[src/rtl/msig_pkg.sv]
`timescale 1ns / 1ps
// ----------------------------------------------------------------------------
// msig_pkg
// Shared types and constants of the masked byte signature scanner.
// ----------------------------------------------------------------------------
package msig_pkg;

	localparam int CFG_IDX_W  = 3;
	localparam int CFG_DATA_W = 64;
	localparam int LEN_W      = 6;
	localparam int OFS_OUT_W  = 32;
	localparam int SLOT_MAX   = 32;
	localparam int OUTQ_DEPTH = 8;

	typedef enum logic [CFG_IDX_W-1:0] {
		CFG_PATTERN_0 = 3'd0,
		CFG_PATTERN_1 = 3'd1,
		CFG_PATTERN_2 = 3'd2,
		CFG_PATTERN_3 = 3'd3,
		CFG_WILDCARD  = 3'd4,
		CFG_LENGTH    = 3'd5,
		CFG_FIND_ALL  = 3'd6
	} cfg_idx_t;

	typedef struct packed {
		logic [LEN_W-1:0] len;
		logic             find_all;
	} ctl_t;

	typedef struct packed {
		logic [OFS_OUT_W-1:0] match_offset;
		logic                 is_match;
		logic                 last_of_region;
	} res_t;

endpackage

[src/rtl/msig_ifc.sv]
`timescale 1ns / 1ps
// ----------------------------------------------------------------------------
// msig_ifc
// Byte, result and configuration channels of the signature scanner.
// ----------------------------------------------------------------------------
interface msig_in_if;
	logic       valid;
	logic       ready;
	logic [7:0] data_byte;
	logic       region_start;
	logic       region_last;

	modport source (output valid, data_byte, region_start, region_last, input ready);
	modport sink (input valid, data_byte, region_start, region_last, output ready);
endinterface

interface msig_out_if;
	logic                           valid;
	logic                           ready;
	logic [msig_pkg::OFS_OUT_W-1:0] match_offset;
	logic                           is_match;
	logic                           last_of_region;

	modport source (output valid, match_offset, is_match, last_of_region, input ready);
	modport sink (input valid, match_offset, is_match, last_of_region, output ready);
endinterface

interface msig_cfg_if;
	logic                            valid;
	logic                            ready;
	logic [msig_pkg::CFG_IDX_W-1:0]  index;
	logic [msig_pkg::CFG_DATA_W-1:0] data;

	modport source (output valid, index, data, input ready);
	modport sink (input valid, index, data, output ready);
endinterface

[src/rtl/msig_cell.sv]
`timescale 1ns / 1ps
// ----------------------------------------------------------------------------
// msig_cell
// One window cell: holds one byte, passes it on, compares it to its
// aligned pattern byte.
// ----------------------------------------------------------------------------
module msig_cell (
	input  logic       clk,
	input  logic       shift,
	input  logic [7:0] byte_in,
	input  logic       care,
	input  logic [7:0] pat,
	output logic [7:0] byte_q,
	output logic       hit
);

	always_ff @(posedge clk) begin
		if (shift) begin
			byte_q <= byte_in;
		end
	end

	assign hit = !care || (byte_q == pat);

endmodule

[src/rtl/msig_cfg.sv]
`timescale 1ns / 1ps
// ----------------------------------------------------------------------------
// msig_cfg
// Configuration registers and per-cell alignment of pattern and wildcards.
// ----------------------------------------------------------------------------
module msig_cfg #(
	parameter int LIM = 32
) (
	input  logic                clk,
	input  logic                arst_n,
	msig_cfg_if.sink            cfg,
	output msig_pkg::ctl_t      ctl,
	output logic [LIM-1:0]      care,
	output logic [LIM-1:0][7:0] pat
);

	localparam int LW = msig_pkg::LEN_W;

	logic [4*msig_pkg::CFG_DATA_W-1:0] pattern_q;
	logic [msig_pkg::SLOT_MAX-1:0]     mask_q;
	logic [LW-1:0]                     length_q;
	logic                              find_all_q;
	logic [LW-1:0]                     len;
	logic [LIM-1:0]                    care_q;
	logic [LIM-1:0][7:0]               pat_q;
	logic [LIM-1:0]                    care_d;
	logic [LIM-1:0][7:0]               pat_d;

	assign cfg.ready = 1'b1;

	always_ff @(posedge clk or negedge arst_n) begin
		if (!arst_n) begin
			pattern_q  <= '0;
			mask_q     <= '0;
			length_q   <= LW'(1);
			find_all_q <= 1'b0;
		end else if (cfg.valid) begin
			case (cfg.index)
				msig_pkg::CFG_PATTERN_0: pattern_q[0*64 +: 64] <= cfg.data;
				msig_pkg::CFG_PATTERN_1: pattern_q[1*64 +: 64] <= cfg.data;
				msig_pkg::CFG_PATTERN_2: pattern_q[2*64 +: 64] <= cfg.data;
				msig_pkg::CFG_PATTERN_3: pattern_q[3*64 +: 64] <= cfg.data;
				msig_pkg::CFG_WILDCARD:  mask_q <= cfg.data[msig_pkg::SLOT_MAX-1:0];
				msig_pkg::CFG_LENGTH:    length_q <= cfg.data[LW-1:0];
				msig_pkg::CFG_FIND_ALL:  find_all_q <= cfg.data[0];
				default: ;
			endcase
		end
	end

	always_comb begin
		len = length_q;
		if (length_q == '0) begin
			len = LW'(1);
		end else if (length_q > LW'(LIM)) begin
			len = LW'(LIM);
		end
	end

	// cell j holds the byte that arrived j transfers ago: pattern byte len-1-j
	always_comb begin
		logic [LW-1:0] idx;
		for (int j = 0; j < LIM; j++) begin
			idx       = len - LW'(1) - LW'(j);
			care_d[j] = (LW'(j) < len) && !mask_q[idx[4:0]];
			pat_d[j]  = pattern_q[{idx[4:0], 3'b000} +: 8];
		end
	end

	always_ff @(posedge clk or negedge arst_n) begin
		if (!arst_n) begin
			care_q <= '0;
			pat_q  <= '0;
		end else begin
			care_q <= care_d;
			pat_q  <= pat_d;
		end
	end

	assign ctl.len      = len;
	assign ctl.find_all = find_all_q;
	assign care         = care_q;
	assign pat          = pat_q;

endmodule

[src/rtl/msig_outq.sv]
`timescale 1ns / 1ps
// ----------------------------------------------------------------------------
// msig_outq
// Result queue: takes up to two results per cycle, hands out one per transfer.
// ----------------------------------------------------------------------------
module msig_outq #(
	parameter int DEPTH = 8
) (
	input  logic                       clk,
	input  logic                       arst_n,
	input  logic [1:0]                 push_cnt,
	input  msig_pkg::res_t             push_a,
	input  msig_pkg::res_t             push_b,
	output logic [$clog2(DEPTH+1)-1:0] count,
	msig_out_if.source                 result
);

	localparam int PW = $clog2(DEPTH);
	localparam int CW = $clog2(DEPTH+1);

	msig_pkg::res_t       mem_q [DEPTH];
	logic [PW-1:0]        wr_q;
	logic [PW-1:0]        rd_q;
	logic [CW-1:0]        count_q;
	logic                 pop;
	msig_pkg::res_t       head;

	assign pop  = result.valid && result.ready;
	assign head = mem_q[rd_q];

	always_ff @(posedge clk) begin
		if (push_cnt != 2'd0) begin
			mem_q[wr_q] <= push_a;
		end
		if (push_cnt == 2'd2) begin
			mem_q[wr_q + PW'(1)] <= push_b;
		end
	end

	always_ff @(posedge clk or negedge arst_n) begin
		if (!arst_n) begin
			wr_q    <= '0;
			rd_q    <= '0;
			count_q <= '0;
		end else begin
			wr_q    <= wr_q + PW'(push_cnt);
			rd_q    <= rd_q + PW'(pop);
			count_q <= count_q + CW'(push_cnt) - CW'(pop);
		end
	end

	assign count                 = count_q;
	assign result.valid          = (count_q != '0);
	assign result.match_offset   = head.match_offset;
	assign result.is_match       = head.is_match;
	assign result.last_of_region = head.last_of_region;

endmodule

[src/rtl/masked_byte_signature_scan.sv]
`timescale 1ns / 1ps
// ----------------------------------------------------------------------------
// masked_byte_signature_scan
// A result is offered after its byte passes the compare stage register and
// the result queue. One byte per cycle while the queue has room; the queue
// drains one result per cycle while ready is high; a byte with a match and
// a region end queues two. Reset clears region state, queue and configuration
// (length 1, first-match mode); window cells are qualified by the byte count.
// ----------------------------------------------------------------------------
module masked_byte_signature_scan #(
	parameter int PATTERN_MAX = 32,
	parameter int OFFSET_BITS = 32
) (
	input  logic       clk,
	input  logic       arst_n,
	msig_in_if.sink    byte_stream,
	msig_out_if.source result,
	msig_cfg_if.sink   cfg
);

	localparam int LIM    = (PATTERN_MAX < msig_pkg::SLOT_MAX) ? PATTERN_MAX : msig_pkg::SLOT_MAX;
	localparam int SEEN_W = $clog2(PATTERN_MAX + 1);
	localparam int LW     = msig_pkg::LEN_W;
	localparam int CMP_W  = (SEEN_W > LW) ? SEEN_W : LW;
	localparam int EXT_W  = (OFFSET_BITS > msig_pkg::OFS_OUT_W) ? OFFSET_BITS : msig_pkg::OFS_OUT_W;
	localparam int DEPTH  = msig_pkg::OUTQ_DEPTH;
	localparam int QCW    = $clog2(DEPTH + 1);
	localparam int RW     = QCW + 2;

	msig_pkg::ctl_t      ctl;
	logic [LIM-1:0]      care;
	logic [LIM-1:0][7:0] pat;
	logic [LIM-1:0][7:0] win;
	logic [LIM-1:0]      hits;

	logic                   fire;
	logic [SEEN_W-1:0]      seen_q;
	logic [OFFSET_BITS-1:0] offset_q;
	logic [SEEN_W-1:0]      seen_base;
	logic [SEEN_W-1:0]      seen_inc;
	logic [OFFSET_BITS-1:0] here0;

	logic                   valid_s1;
	logic                   start_s1;
	logic                   last_s1;
	logic [SEEN_W-1:0]      seen_s1;
	logic [OFFSET_BITS-1:0] here_s1;

	logic [LW-1:0]          hold_q;
	logic                   found_q;
	logic [LW-1:0]          hold_b;
	logic                   found_b;
	logic [LW-1:0]          hold_d;
	logic                   found_d;
	logic                   match;
	logic                   report;
	logic                   match_fire;
	logic                   end_fire;
	logic [OFFSET_BITS-1:0] start_ofs;
	logic [EXT_W-1:0]       start_ext;

	logic [1:0]             push_cnt;
	msig_pkg::res_t         match_res;
	msig_pkg::res_t         end_res;
	msig_pkg::res_t         push_a;
	logic [QCW-1:0]         q_count;
	logic [RW-1:0]          need;

	msig_cfg #(.LIM(LIM)) u_cfg (
		.clk    (clk),
		.arst_n (arst_n),
		.cfg    (cfg),
		.ctl    (ctl),
		.care   (care),
		.pat    (pat)
	);

	assign fire = byte_stream.valid && byte_stream.ready;

	for (genvar j = 0; j < LIM; j++) begin : g_cell
		logic [7:0] chain_in;
		if (j == 0) begin : g_head
			assign chain_in = byte_stream.data_byte;
		end else begin : g_link
			assign chain_in = win[j-1];
		end
		msig_cell u_cell (
			.clk     (clk),
			.shift   (fire),
			.byte_in (chain_in),
			.care    (care[j]),
			.pat     (pat[j]),
			.byte_q  (win[j]),
			.hit     (hits[j])
		);
	end

	// byte stage: count bytes and offsets of the region
	assign seen_base = byte_stream.region_start ? '0 : seen_q;
	assign seen_inc  = (seen_base == SEEN_W'(PATTERN_MAX)) ? seen_base : seen_base + SEEN_W'(1);
	assign here0     = byte_stream.region_start ? '0 : offset_q;

	always_ff @(posedge clk or negedge arst_n) begin
		if (!arst_n) begin
			seen_q   <= '0;
			offset_q <= '0;
			valid_s1 <= 1'b0;
		end else begin
			valid_s1 <= fire;
			if (fire) begin
				seen_q   <= byte_stream.region_last ? '0 : seen_inc;
				offset_q <= byte_stream.region_last ? '0 : here0 + OFFSET_BITS'(1);
			end
		end
	end

	always_ff @(posedge clk) begin
		if (fire) begin
			start_s1 <= byte_stream.region_start;
			last_s1  <= byte_stream.region_last;
			seen_s1  <= seen_inc;
			here_s1  <= here0;
		end
	end

	// compare stage: match decision, hold-off and first-found tracking
	assign hold_b  = start_s1 ? '0 : hold_q;
	assign found_b = start_s1 ? 1'b0 : found_q;
	assign match   = (&hits) && (CMP_W'(seen_s1) >= CMP_W'(ctl.len));
	assign report  = ctl.find_all ? (hold_b == '0) : !found_b;

	always_comb begin
		hold_d  = hold_b;
		found_d = found_b;
		if (ctl.find_all && (hold_b != '0)) begin
			hold_d = hold_b - LW'(1);
		end
		if (match && report) begin
			hold_d  = ctl.len - LW'(1);
			found_d = 1'b1;
		end
		if (last_s1) begin
			hold_d  = '0;
			found_d = 1'b0;
		end
	end

	always_ff @(posedge clk or negedge arst_n) begin
		if (!arst_n) begin
			hold_q  <= '0;
			found_q <= 1'b0;
		end else if (valid_s1) begin
			hold_q  <= hold_d;
			found_q <= found_d;
		end
	end

	assign start_ofs  = here_s1 - OFFSET_BITS'(ctl.len - LW'(1));
	assign start_ext  = EXT_W'(start_ofs);
	assign match_fire = valid_s1 && match && report;
	assign end_fire   = valid_s1 && last_s1;

	assign match_res.match_offset   = start_ext[msig_pkg::OFS_OUT_W-1:0];
	assign match_res.is_match       = 1'b1;
	assign match_res.last_of_region = 1'b0;
	assign end_res.match_offset     = '0;
	assign end_res.is_match         = 1'b0;
	assign end_res.last_of_region   = 1'b1;

	assign push_cnt = 2'(match_fire) + 2'(end_fire);
	assign push_a   = match_fire ? match_res : end_res;

	msig_outq #(.DEPTH(DEPTH)) u_outq (
		.clk      (clk),
		.arst_n   (arst_n),
		.push_cnt (push_cnt),
		.push_a   (push_a),
		.push_b   (end_res),
		.count    (q_count),
		.result   (result)
	);

	// leave room for the byte in the compare stage and the next one
	assign need              = RW'(q_count) + (valid_s1 ? RW'(2) : RW'(0)) + RW'(2);
	assign byte_stream.ready = (need <= RW'(DEPTH));

endmodule
[src/flat_wrapper.sv]
// flat-port wrapper written by rule: the top's interface ports become plain ports
module masked_byte_signature_scan_flat 
#(
	parameter int PATTERN_MAX = 32,
	parameter int OFFSET_BITS = 32
)
  (clk, arst_n, byte_stream_valid, byte_stream_data_byte, byte_stream_region_start, byte_stream_region_last, byte_stream_ready, result_valid, result_match_offset, result_is_match, result_last_of_region, result_ready, cfg_valid, cfg_index, cfg_data, cfg_ready);
  msig_in_if byte_stream_i ();
  msig_out_if result_i ();
  msig_cfg_if cfg_i ();
  input  logic clk;
  input  logic arst_n;
  input wire logic [$bits(byte_stream_i.valid)-1:0] byte_stream_valid;
  input wire logic [$bits(byte_stream_i.data_byte)-1:0] byte_stream_data_byte;
  input wire logic [$bits(byte_stream_i.region_start)-1:0] byte_stream_region_start;
  input wire logic [$bits(byte_stream_i.region_last)-1:0] byte_stream_region_last;
  output wire logic [$bits(byte_stream_i.ready)-1:0] byte_stream_ready;
  output wire logic [$bits(result_i.valid)-1:0] result_valid;
  output wire logic [$bits(result_i.match_offset)-1:0] result_match_offset;
  output wire logic [$bits(result_i.is_match)-1:0] result_is_match;
  output wire logic [$bits(result_i.last_of_region)-1:0] result_last_of_region;
  input wire logic [$bits(result_i.ready)-1:0] result_ready;
  input wire logic [$bits(cfg_i.valid)-1:0] cfg_valid;
  input wire logic [$bits(cfg_i.index)-1:0] cfg_index;
  input wire logic [$bits(cfg_i.data)-1:0] cfg_data;
  output wire logic [$bits(cfg_i.ready)-1:0] cfg_ready;
  assign byte_stream_i.valid = byte_stream_valid;
  assign byte_stream_i.data_byte = byte_stream_data_byte;
  assign byte_stream_i.region_start = byte_stream_region_start;
  assign byte_stream_i.region_last = byte_stream_region_last;
  assign byte_stream_ready = byte_stream_i.ready;
  assign result_valid = result_i.valid;
  assign result_match_offset = result_i.match_offset;
  assign result_is_match = result_i.is_match;
  assign result_last_of_region = result_i.last_of_region;
  assign result_i.ready = result_ready;
  assign cfg_i.valid = cfg_valid;
  assign cfg_i.index = cfg_index;
  assign cfg_i.data = cfg_data;
  assign cfg_ready = cfg_i.ready;
  masked_byte_signature_scan #(.PATTERN_MAX(PATTERN_MAX), .OFFSET_BITS(OFFSET_BITS)) u_core (.clk(clk), .arst_n(arst_n), .byte_stream(byte_stream_i), .result(result_i), .cfg(cfg_i));
endmodule
[config.mk]
export PLATFORM = sky130hd
export DESIGN_NAME = masked_byte_signature_scan_flat
export DESIGN_NICKNAME = d
export VERILOG_FILES = /design/src/rtl/msig_pkg.sv /design/src/rtl/msig_ifc.sv /design/src/rtl/msig_cell.sv /design/src/rtl/msig_cfg.sv /design/src/rtl/msig_outq.sv /design/src/rtl/masked_byte_signature_scan.sv /design/src/flat_wrapper.sv
export SDC_FILE = /design/constraint.sdc
export NUM_CORES = 2
export LEC_CHECK = 0
export BUFFER_PORTS_ARGS = -buffer_cell sky130_fd_sc_hd__buf_2
export CORE_ASPECT_RATIO = 1.5
export CORE_UTILIZATION = 65
export CTS_CLUSTER_SIZE = 16
export DETAILED_ROUTE_END_ITERATION = 7
export PLACE_DENSITY = 0.89
export SLEW_MARGIN = 5
export SYNTH_ARGS = -nofsm -noshare
export SYNTH_HDL_FRONTEND = slang
export SYNTH_SLANG_ARGS = --single-unit
[constraint.sdc]
create_clock -name clk -period 19.56 [get_ports clk]
set_input_delay 2.934 -clock clk [delete_from_list [all_inputs] [get_ports clk]]
set_output_delay 2.934 -clock clk [all_outputs]
set_load 0.01 [all_outputs]
# Yosys cells after proc, flatten, opt, wreduce, memory -nomap -nowiden
# Memory sizes are Yosys's and may differ from the RTL's.
# Index checks and enable logic that the tools add are counted.
[op_classes]
add_sub_neg = 45
magnitude_cmp = 67
n_eq_ne = 40
shift = 32
n_mux = 85
n_reduce_logical = 151
[op_table]
columns = ["op", "count"]
rows = [
  ["$shiftx 256x9->8", 32],
  ["$eq 8x8->1", 32],
  ["$lt 5x6->1 const B", 32],
  ["$bmux 1 s5", 32],
  ["$lt 5x6->1 const A", 16],
  ["$sub 5x5->5 const B", 16],
  ["$logic_not 1->1", 65],
  ["$mux 32", 2],
  ["$mux 6", 9],
  ["$lt 4x6->1 const A", 8],
  ["$logic_and 1x1->1", 40],
  ["$mux 1", 40],
  ["$sub 5x4->5 const B", 8],
  ["$mux 34", 1],
  ["$add 32x1->32 const B", 1],
  ["$logic_or 1x1->1", 32],
  ["$reduce_and 32->1", 1],
  ["$sub 32x32->32", 1],
  ["$lt 3x6->1 const A", 4],
  ["$sub 5x3->5 const B", 4],
  ["$reduce_and 2->1", 7],
  ["$logic_not 6->1", 2],
  ["$lt 1x6->1 const A", 2],
  ["$lt 2x6->1 const A", 2],
  ["26 further kinds", 31],
]
[word_totals]
ff_bits = 935
mem_bits_rw = 272
in_bits = 82
out_inout_bits = 37
word_cells = 505
memories = 1
[memory_table]
columns = ["memory", "depth", "word_bits", "read_ports", "rd_clocked_by_memory_dff", "wr", "line_no", "rtl"]
rows = [
  ["u_core.u_outq.mem_q", 8, 34, 1, 0, 2, "msig_outq.sv:21", "msig_pkg::res_t mem_q [DEPTH];"],
]

# Depth between registers and ports, before layout
[logic_depth]
ltp_word = 11
mapped_depth = 25

# Cells and area by module
# A second synthesis with hierarchy kept.
[unflattened]
hier_cells = 7428
area_unflattened_um2 = 79224.7
[modules_own_cells]
columns = ["mod", "n_inst", "cells_per_inst", "area_each_um2", "seq_area_each_um2"]
rows = [
  ["msig_cfg", 1, 5333, 48316.3, 14590.2],
  ["msig_outq", 1, 762, 14151.1, 8418.1],
  ["msig_cell", 32, 19, 327.8, 240.2],
  ["masked_byte_signature_scan", 1, 725, 6267.3, 2352.3],
]

# Worst setup path before layout
# Ideal clock, no wire load.
[synth_timing]
kind = "input to register"
from = "in byte_stream_valid"
to = "reg u_core.offset_q[17]"
setup_ps = 133
t_arrival_ps = 9837
path_slack_ps = 9590
stages = 6
path_buffers = 1
cell_sequence = "nand2_1 -> clkbuf_1 -> inv_1 -> o21ai_0 -> nand2_1 -> o21ai_0"
[synth_via]
elab_chain_len = 1
[synth_rtl]
columns = ["item", "line_no", "rtl"]
rows = [
  ["start: declaration", "flat_wrapper.sv:13", "input wire logic [$bits(byte_stream_i.valid)-1:0] byte_stream_valid;"],
  ["$logic_and 1x1->1", "masked_byte_signature_scan.sv:78", "assign fire = byte_stream.valid && byte_stream.ready;"],
  ["net u_core.fire", "masked_byte_signature_scan.sv:36", "logic fire;"],
  ["end signal: assignment", "masked_byte_signature_scan.sv:112", "offset_q <= byte_stream.region_last ? '0 : here0 + OFFSET_BITS'(1);"],
  ["end: declaration", "masked_byte_signature_scan.sv:38", "logic [OFFSET_BITS-1:0] offset_q;"],
]
# The timed path passes the listed nets, and every way through them passes these cells.
# A chain may end at the register's enable or synchronous reset.

# Worst setup path after layout
[layout_timing]
from = "reg u_core.u_outq.rd_q[0]"
to = "out result_match_offset[13]"
[layout_via]
elab_chain_len = 1
[layout_rtl]
columns = ["item", "line_no", "rtl"]
rows = [
  ["start: declaration", "msig_outq.sv:23", "logic [PW-1:0] rd_q;"],
  ["start signal: assignment", "msig_outq.sv:47", "rd_q <= rd_q + PW'(pop);"],
  ["$mem_v2 8x34", "-", ""],
  ["end: declaration", "flat_wrapper.sv:19", "output wire logic [$bits(result_i.match_offset)-1:0] result_match_offset;"],
]
# No other way between the ends.

==> results_dict.tcl <==
set metrics [dict create \
    first_global_vias 45300 \
    rsz0062_at_grt "no" \
    p_switching_mw 6.36 \
    layout_common_cells "mux2i_1, dfrtp_1, mux2_2" \
    ys_warn_count 0 \
    fillers 6493 \
    dp.cells 6501 \
    ir_worst_vdd_v 0.000196 \
    finalSetupViolations 0 \
    yosysTopAreaCellShare 0.252 \
    critPathKind "flip-flop to output port" \
    max_freq_mhz 154 \
    fin_crit_ns 6.51 \
    via_per_inst 6.80 \
    cp_data_required_time_ns 16.63 \
    clk_latency_ns 0.75 \
    internal_power_mw 7.97 \
    slew_viol_final 0 \
    crit_path_start "u_core.u_outq.rd_q[0]" \
    r2r_slack_ns 13.23 \
    numCtsBuffers 110 \
    hold_viol 0 \
    core_area_mm2 0.0969 \
    cap_viol_max_count 0 \
    reg2regPathDepth 11 \
    die_y_um 385 \
    clkTransAtPathRegs_ns 0.06 \
    worstSetupPathDepth 4 \
    final_antenna_net_count 0 \
    cp_data_arrival_time_ns 3.58 \
    gp_congestion 1.08 \
    cts_tree "yes" \
    antenna_found_initial 16 \
    cts_sinks 1207 \
    cts_max_path_buffers 3 \
    critPathSlowestCell "buf_4" \
    via_count 45800 \
    wirelength_um 204000 \
    grt_max_degree 178 \
    routed-wl-met3_um 16100 \
    ys_seq_area_frac 0.478 \
    reg2reg_to "u_core.u_cfg.pat[218]" \
    worst_hold_path.num_cells 2 \
    boundaryPins 119 \
    rows 140 \
    power.leakage_nw 30.2 \
    p_seq_frac 0.299 \
    synth_area_per_cell_um2 11.8 \
    slew_headroom 0.169 \
    min_path_type "flip-flop to flip-flop" \
    wl_met1_um 69300 \
    syn2layout_area_growth_pct 9.29 \
    endpoint_kind "output port" \
    path_buf_inv 2 \
    power_density_mw_per_mm2 207 \
    htree_levels 3 \
    max_stage_delay_ns 0.79 \
    async_flop_share 0.529 \
    postCtsSetupRepairBufs 0 \
    synth_area_leaders "dfrtp_1, mux2i_1, edfxtp_1" \
    synth_cell_types 82 \
    min_from "u_core.u_outq.mem_q[7][4]" \
    dpl.hpwl_um 149000 \
    cp_max_fo 44 \
    finalSetupTns_ns 0 \
    instances_no_fill 6736 \
    switching_share 0.444 \
    root_buffer "clkbuf_16" \
    synth-seq-cells 1207 \
    grt_pass1_wl_um 296000 \
    power_frac_comb 0.538 \
    cts-hold-fix-buffers 0 \
    hold_slack_ns 0.447 \
    start_util 0.655 \
    critPathLaunchType "flip-flop" \
    worst-slew-pin-transition_ns 1.25 \
    grt_usage 0.412 \
    port_buffers 117 \
    final_cell_area_mm2 0.0693 \
    drive_gt1_frac 0.206 \
    design_power_total_mw 14.3 \
    final_common_cell "mux2i_1" \
    syn_inst 5351 \
    cp_top_family "multiplexers" \
    highest_layer "met5" \
    die-area_mm2 0.0988 \
    synth_top_area_cell "dfrtp_1" \
    clock-skew-final_ns 0.0332 \
    pwr-share-clk 0.163 \
    drt-pass1-iter-count 6 \
    placed_area_mm2 0.0653 \
    status "finished clean" \
    synth_edf_count 296 \
    drtIter0Drc 4934 \
    nets 5485 \
    fin_crit_sh 0.333 \
    die_w_um 257 \
    wl_met2_um 95700 \
    synth_area_mm2 0.0634 \
    dominantRegCellSynth "dfrtp_1" \
    drc 0 \
    crit_path_cell_trace "buf_4, mux4_2, mux2_2, buf_2" \
    min_to "u_core.u_outq.mem_q[7][4]" \
    overflow 0 \
    cts-resized-gates 0 \
    r2r_start "u_core.u_cfg.length_q[5]" \
    wl_per_cell_um 30.3 \
]
## worst max path at each step
stage / end / slack (ns)
3_3_place_gp: u_core.g_cell[24].u_cell.byte_q[1] / 13.59
3_5_place_dp: u_core.u_outq.mem_q[5][32] / 13.44
2_1_floorplan: u_core.offset_q[17] / 9.59
6_report: result_match_offset[13] / 13.05
4_1_cts: result_match_offset[4] / 13.07
5_1_grt: u_core.u_outq.mem_q[5][28] / 12.79
## flip-flops by register name, indices dropped and copies added (netlist names), 32 cells and up
signal / cells
u_core.offset_q: 32
u_core.u_cfg.pattern_q: 256
u_core.u_cfg.care: 32
u_core.u_cfg.mask_q: 32
u_core.g_cell.u_cell.byte_q: 256
u_core.u_cfg.pat: 256
u_core.u_outq.mem_q: 272
u_core.here_s1: 32
## cell usage after synthesis, types with 68 or more instances
cell,number
nand4_1,96
nand2_1,444
clkbuf_1,197
dfrtp_1,638
edfxtp_1,296
a21oi_1,211
buf_2,69
dfxtp_1,272
mux4_2,68
mux2i_1,1169
mux2_2,593
nand3_1,129
nor2_1,108
xnor2_1,290
o21ai_0,183
## worst min-delay path, stage by stage (launching register included)
cell     delay (ns)
dfxtp_1        0.31
nand2_1        0.05
a21oi_1        0.05
## per-layer routing
layer	track usage	vias up
li1	-	19400
met3	0.0753	846
met4	0.393	10
met5	0	-
met1	0.460	22800
met2	0.663	2689
## layout make-up
| type | count | area, µm² | area share |
|---|---|---|---|
| sequential | 1207 | 30300 | 0.438 |
| clock buffer | 148 | 3190 | 0.0461 |
| antenna | 25 | 62.6 | 0.000903 |
| multi-input combinational | 3769 | 31900 | 0.461 |
| tap | 1278 | 1600 | 0.0231 |
| inverter | 48 | 195 | 0.00282 |
| clock inverter | 62 | 712 | 0.0103 |
| timing repair buffer | 199 | 1260 | 0.0182 |
## power by group through the flow
stage	clock network [mW]	logic (mW)	registers (mW)
after floorplan	0	5.00	4.03
after global placement	0	7.13	4.24
after detailed placement	0	7.29	4.29
after CTS	2.33	7.38	4.25
after global routing	2.43	7.91	4.33
final	2.33	7.71	4.29
## cells by family after synthesis
kind of cell	after synthesis	synth area share
other cells	1	0.0000591
buf+inv	376	0.0239
fa+ha+maj	70	0.0141
compound gates	578	0.0532
xor+xnor	317	0.0447
flops	1207	0.478
simple gates	972	0.0717
mux	1830	0.314
## through the flow
stage / worst slack, ns / utilization
detailed placement: 13.44 / 0.674
floorplan: 9.59 / -
CTS: 13.07 / 0.715
global route: 12.79 / 0.715
finish: 13.05 / 0.715
global placement: 13.59 / 0.674
No activity file was read; power rests on OpenSTA's default activity.
